`src/hw/rtl/icl_ram.sv`:
```
`timescale 1ns / 1ps
`default_nettype none

module icl_ram #(
    parameter int WIDTH = 64,
    parameter int DEPTH = 64
) (
    input  wire logic                     i_clk,
    input  wire logic                     i_we,
    input  wire logic [$clog2(DEPTH)-1:0] i_waddr,
    input  wire logic [WIDTH-1:0]         i_wdata,
    input  wire logic [$clog2(DEPTH)-1:0] i_raddr,
    output logic      [WIDTH-1:0]         o_rdata
);

    logic [WIDTH-1:0] r_mem [DEPTH];

    always_ff @(posedge i_clk) begin
        if (i_we) begin
            r_mem[i_waddr] <= i_wdata;
        end
        o_rdata <= r_mem[i_raddr];
    end

endmodule

`default_nettype wire

```
`config.mk`:
```
export PLATFORM = sky130hd
export DESIGN_NAME = icl_ram
export DESIGN_NICKNAME = d
export VERILOG_FILES = /design/src/hw/rtl/icl_ram.sv
export SDC_FILE = /design/constraint.sdc
export NUM_CORES = 2
export LEC_CHECK = 0
export BUFFER_PORTS_ARGS = -buffer_cell sky130_fd_sc_hd__buf_2
export CAP_MARGIN = 40
export CELL_PAD_IN_SITES_DETAIL_PLACEMENT = 0
export CELL_PAD_IN_SITES_GLOBAL_PLACEMENT = 1
export CORE_MARGIN = 2
export CORE_UTILIZATION = 35
export CTS_BUF_LIST = sky130_fd_sc_hd__clkbuf_16
export DETAILED_ROUTE_END_ITERATION = 8
export GPL_ROUTABILITY_DRIVEN = 0
export PLACE_DENSITY_LB_ADDON = 0.15
export SKIP_CTS_REPAIR_TIMING = 1
export SYNTH_ARGS = -nofsm -noshare
export SYNTH_HDL_FRONTEND = slang
export SYNTH_SLANG_ARGS = --single-unit
```
`constraint.sdc`:
```
create_clock -name i_clk -period 7.4 [get_ports i_clk]
set_input_delay 1.48 -clock i_clk [delete_from_list [all_inputs] [get_ports i_clk]]
set_output_delay 1.48 -clock i_clk [all_outputs]
set_load 0.01 [all_outputs]
```
======== Word-level counts from Yosys, hierarchy flattened ========
Memories as Yosys holds them, arrays and structs flattened. A register that Yosys moved wholly into a read port is not among the register bits.
Cells that the tools add are included.
word-level totals
  bits in registers ....................... 0
  bits in writable memories ............... 4,096
  input port bits ......................... 78
  output and inout port bits .............. 64
  word-level logic and storage cells ...... 3
  memories ................................ 1
cells by class
  mux-type cells .......................... 2
memory list
  memory  depth  width  read ports  clocked after memory_dff  write ports  RTL line  source
  r_mem   64     64     1           1                         1            16        logic [WIDTH-1:0] r_mem [DEPTH];
operators by type and width
  cell               number
  1-bit two-way mux  2

======== Depth between registers and ports, before layout ========
  word-level depth ........................ 2
  mapped depth ............................ 9
  gate-level depth less buffers ........... 5

======== Least setup slack after synthesis ========
No wires, ideal clock.
  kind .................................... input to register
  start point ............................. input i_waddr[3]
  end point ............................... memory r_mem[48][0], enable pin
  library setup time ...................... 0.564 ns
  data arrival time ....................... 6.352 ns
  required time ........................... 6.836 ns
  path slack .............................. 0.484 ns
  stages .................................. 4
  path buffers ............................ 1
  cell sequence ........................... clkbuf_1 -> nor2b_1 -> nand4b_1 -> nor3_1
RTL lines
  item         RTL line  source
  from (decl)  10        input wire logic [$clog2(DEPTH)-1:0] i_waddr,
  to (decl)    16
No word-level cell before the write port.

==> run_results.csv <==
group,metric,value,unit
status,status,"finished, final reports clean",
global_route,grt_overflow,0,
setup_path,r2r-start,"r_mem[46][15]",
clocking,path_clk_slew,0.06,ns
run,maxCapViolCount,0,
setup_path,r2r-end,"o_rdata[15]",
logic_synthesis,synth.avg_cell_area,23.70,µm²
timing,slew_headroom,25.98,%
place,dp.cells,12610,
global_route,grt_util_all_layers,21.46,%
logic_synthesis,syn_inst,6598,
setup_path,cp.required,8.23,ns
timing,finalCritPeriodShare,50.90,%
timing,worstMarginPinSlew,1.110,ns
global_route,antenna_found_initial,38,
die,start_util,35.13,%
die,core,0.4451,mm²
finish,postLayoutCellArea,0.1819,mm²
setup_path,reg2reg_slack,5.21,ns
die,rows,245,
min_path,hp-start,"i_wdata[51]",
global_route,grt_pass1_wl,670500,µm
logic_synthesis,ys.flop_type,"edfxtp_1",
setup_path,worstRegToRegCells,5,
power_and_ir_drop,p_per_area,276.4,mW/mm²
setup_path,crit_family,"buffers and inverters",
die,dieArea,0.4521,mm²
die,die_h,672.4,µm
detailed_routing,post_drt_wl_per_cell,36.51,µm
finish,nets,7206,
clocking,cts_tree,"yes",
global_route,grt_start_max_net_pins,91,
detailed_routing,highest_layer,"met5",
die,ios,142,
setup_path,crit_path_top_delay_cell,"buf_4",
logic_synthesis,syn_nets,6676,
timing,rsz0062_at_grt,"no",
setup_path,start_kind,"input pin",
clocking,root_buffer,"clkbuf_16",
detailed_routing,met3_length,25570,µm
clocking,ctsHtreeMaxLevel,5,
setup_path,critical_path.startpoint,"i_raddr[2]",
detailed_routing,drt-pass1-iter-count,7,
clocking,clockBufferDepth,4,
detailed_routing,drc,0,
clocking,cts_buffers,447,
clocking,worstSkewPairLatency,1.01,ns
setup_path,crit_top_cell,"buf_4",
min_path,holdCritPathClass,"input pin to flop",
die,die_width,672.4,µm
place,portBuffers,141,
power_and_ir_drop,finalPower,50.27,mW
timing,setup_viol,0,
setup_path,crit_path_max_fanout,65,
finish,stdcell_count,13450,
finish,area_growth,16.31,%
logic_synthesis,ys_seq_area_share,79.49,%
min_path,holdPathEnd,"r_mem[33][51]",
global_route,grt_pass1_vias,77920,
logic_synthesis,syn-cell-area,0.1563,mm²
logic_synthesis,synth.area.top_cells,"edfxtp_1 79%, mux4_2 15%, mux2i_1 0.86%",
clocking,cts.sinks,4160,
timing,final.setup_skew,0.05543,ns
timing,setup_tns,0,ns
logic_synthesis,ys_async_sr_fraction,0,%
timing,timing.fmax,265.5,MHz
logic_synthesis,synth_edf_count,4096,
logic_synthesis,yosysWarnings,0,
setup_path,path_cells,"buf_8, nor2b_4, buf_4, buf_4, a22oi_1, and3_1, a211oi_1",
logic_synthesis,synth_seq_cells,4160,
detailed_routing,vias,74790,
detailed_routing,drt-met1-wl,209400,µm
place,placed_area,0.1676,mm²
finish,final_common_cell,"edfxtp_1",
power_and_ir_drop,peakVddDrop,199.6,µV
min_path,min_path_cells,1,
setup_path,cp-end-kind,"flop",
logic_synthesis,synth_top_cell_area_share,78.67,%
timing,report.final.hold_viol_count,0,
timing,layout_min_cycle_time,3.767,ns
logic_synthesis,synth.distinct_cells,33,
setup_path,cp_slowest_stage_delay,0.62,ns
place,dp_hpwl,264000,µm
setup_path,worstPathArrival,4.60,ns
detailed_routing,wl,491100,µm
detailed_routing,drt_iter0_markers,7914,
finish,layout-drive-gt1-share,29.05,%
timing,slew_violations,0,
logic_synthesis,yosys.area.top_type,"edfxtp_1",
finish,final_cell_mix,"4096 x edfxtp_1, 1024 x mux4_2, 450 x clkbuf_16",
setup_path,cp.buffers_inverters,3,
detailed_routing,antenna_left,0,
setup_path,path_class,"input pin to flop",
detailed_routing,viasPerCell,5.559,
power_and_ir_drop,cellLeakagePower,56.74,nW
detailed_routing,met2_length,245000,µm
metrics by stage:
stage | hold WS, ns | util, % | setup WS [ns]
2_1_floorplan | 0.7878 | - | 0.4840
3_3_place_gp | 0.8356 | 37.25 | 2.192
3_5_place_dp | 0.8333 | 37.66 | 2.467
4_1_cts | 0.6463 | 40.84 | 3.550
5_1_grt | 0.6857 | 40.85 | 3.539
6_report | 0.7302 | 40.86 | 3.633
metal layers:
metal / up-vias / GRT usage [%]
li1: 29660 / -
met1: 42210 / 29.56
met2: 2336 / 36.36
met3: 572 / 2.951
met4: 10 / 4.772
met5: - / 0
kinds of logic (layout without fill, tap and decap cells):
logic type      Yosys count  after routing  synth area share, %
compound gates          504            504                2.477
buf+inv                 389           1305                1.180
flops                  4160           4160                79.49
simple gates            386            386                1.240
other cells               0             12                    0
mux                    1159           1159                15.61
worst max-delay path by stage:
stage / to / slack (ns) / cells past startpoint
3_3_place_gp: o_rdata[3] / 2.19 / 8
6_report: o_rdata[49] / 3.63 / 7
4_1_cts: o_rdata[49] / 3.55 / 7
5_1_grt: o_rdata[19] / 3.54 / 8
3_5_place_dp: o_rdata[49] / 2.47 / 7
2_1_floorplan: r_mem[48][0] / 0.48 / 4
where the power goes:
group	internal (mW)	switching, mW
sequential	26.1	0.131
combinational	0.894	1.50
clock	12.3	9.32
total	39.3	11.0
cell usage after synthesis (all sizes together), types with 38 or more instances:
master  number
and3        64
a22oi      168
dfxtp       64
a211oi      63
buf        230
o22ai       83
mux2i      135
edfxtp    4096
o221ai      38
nor2       112
clkbuf     140
nand3       45
a22o        88
nand2       58
mux4      1024
state kept, by name, summed over array words and instances (netlist names):
register / count
r_mem: 4096
o_rdata: 64
layout make-up:
type                       instances  area, µm²
tap                             5928       7417
antenna                           12      30.03
timing repair buffer             451       5121
multi-input combinational       2049      30780
clock buffer                     450      11260
fill                           38960     263200
clock inverter                   385       2893
sequential                      4160     124300
inverter                          19      71.32
Power figures use the tool's default switching activity.
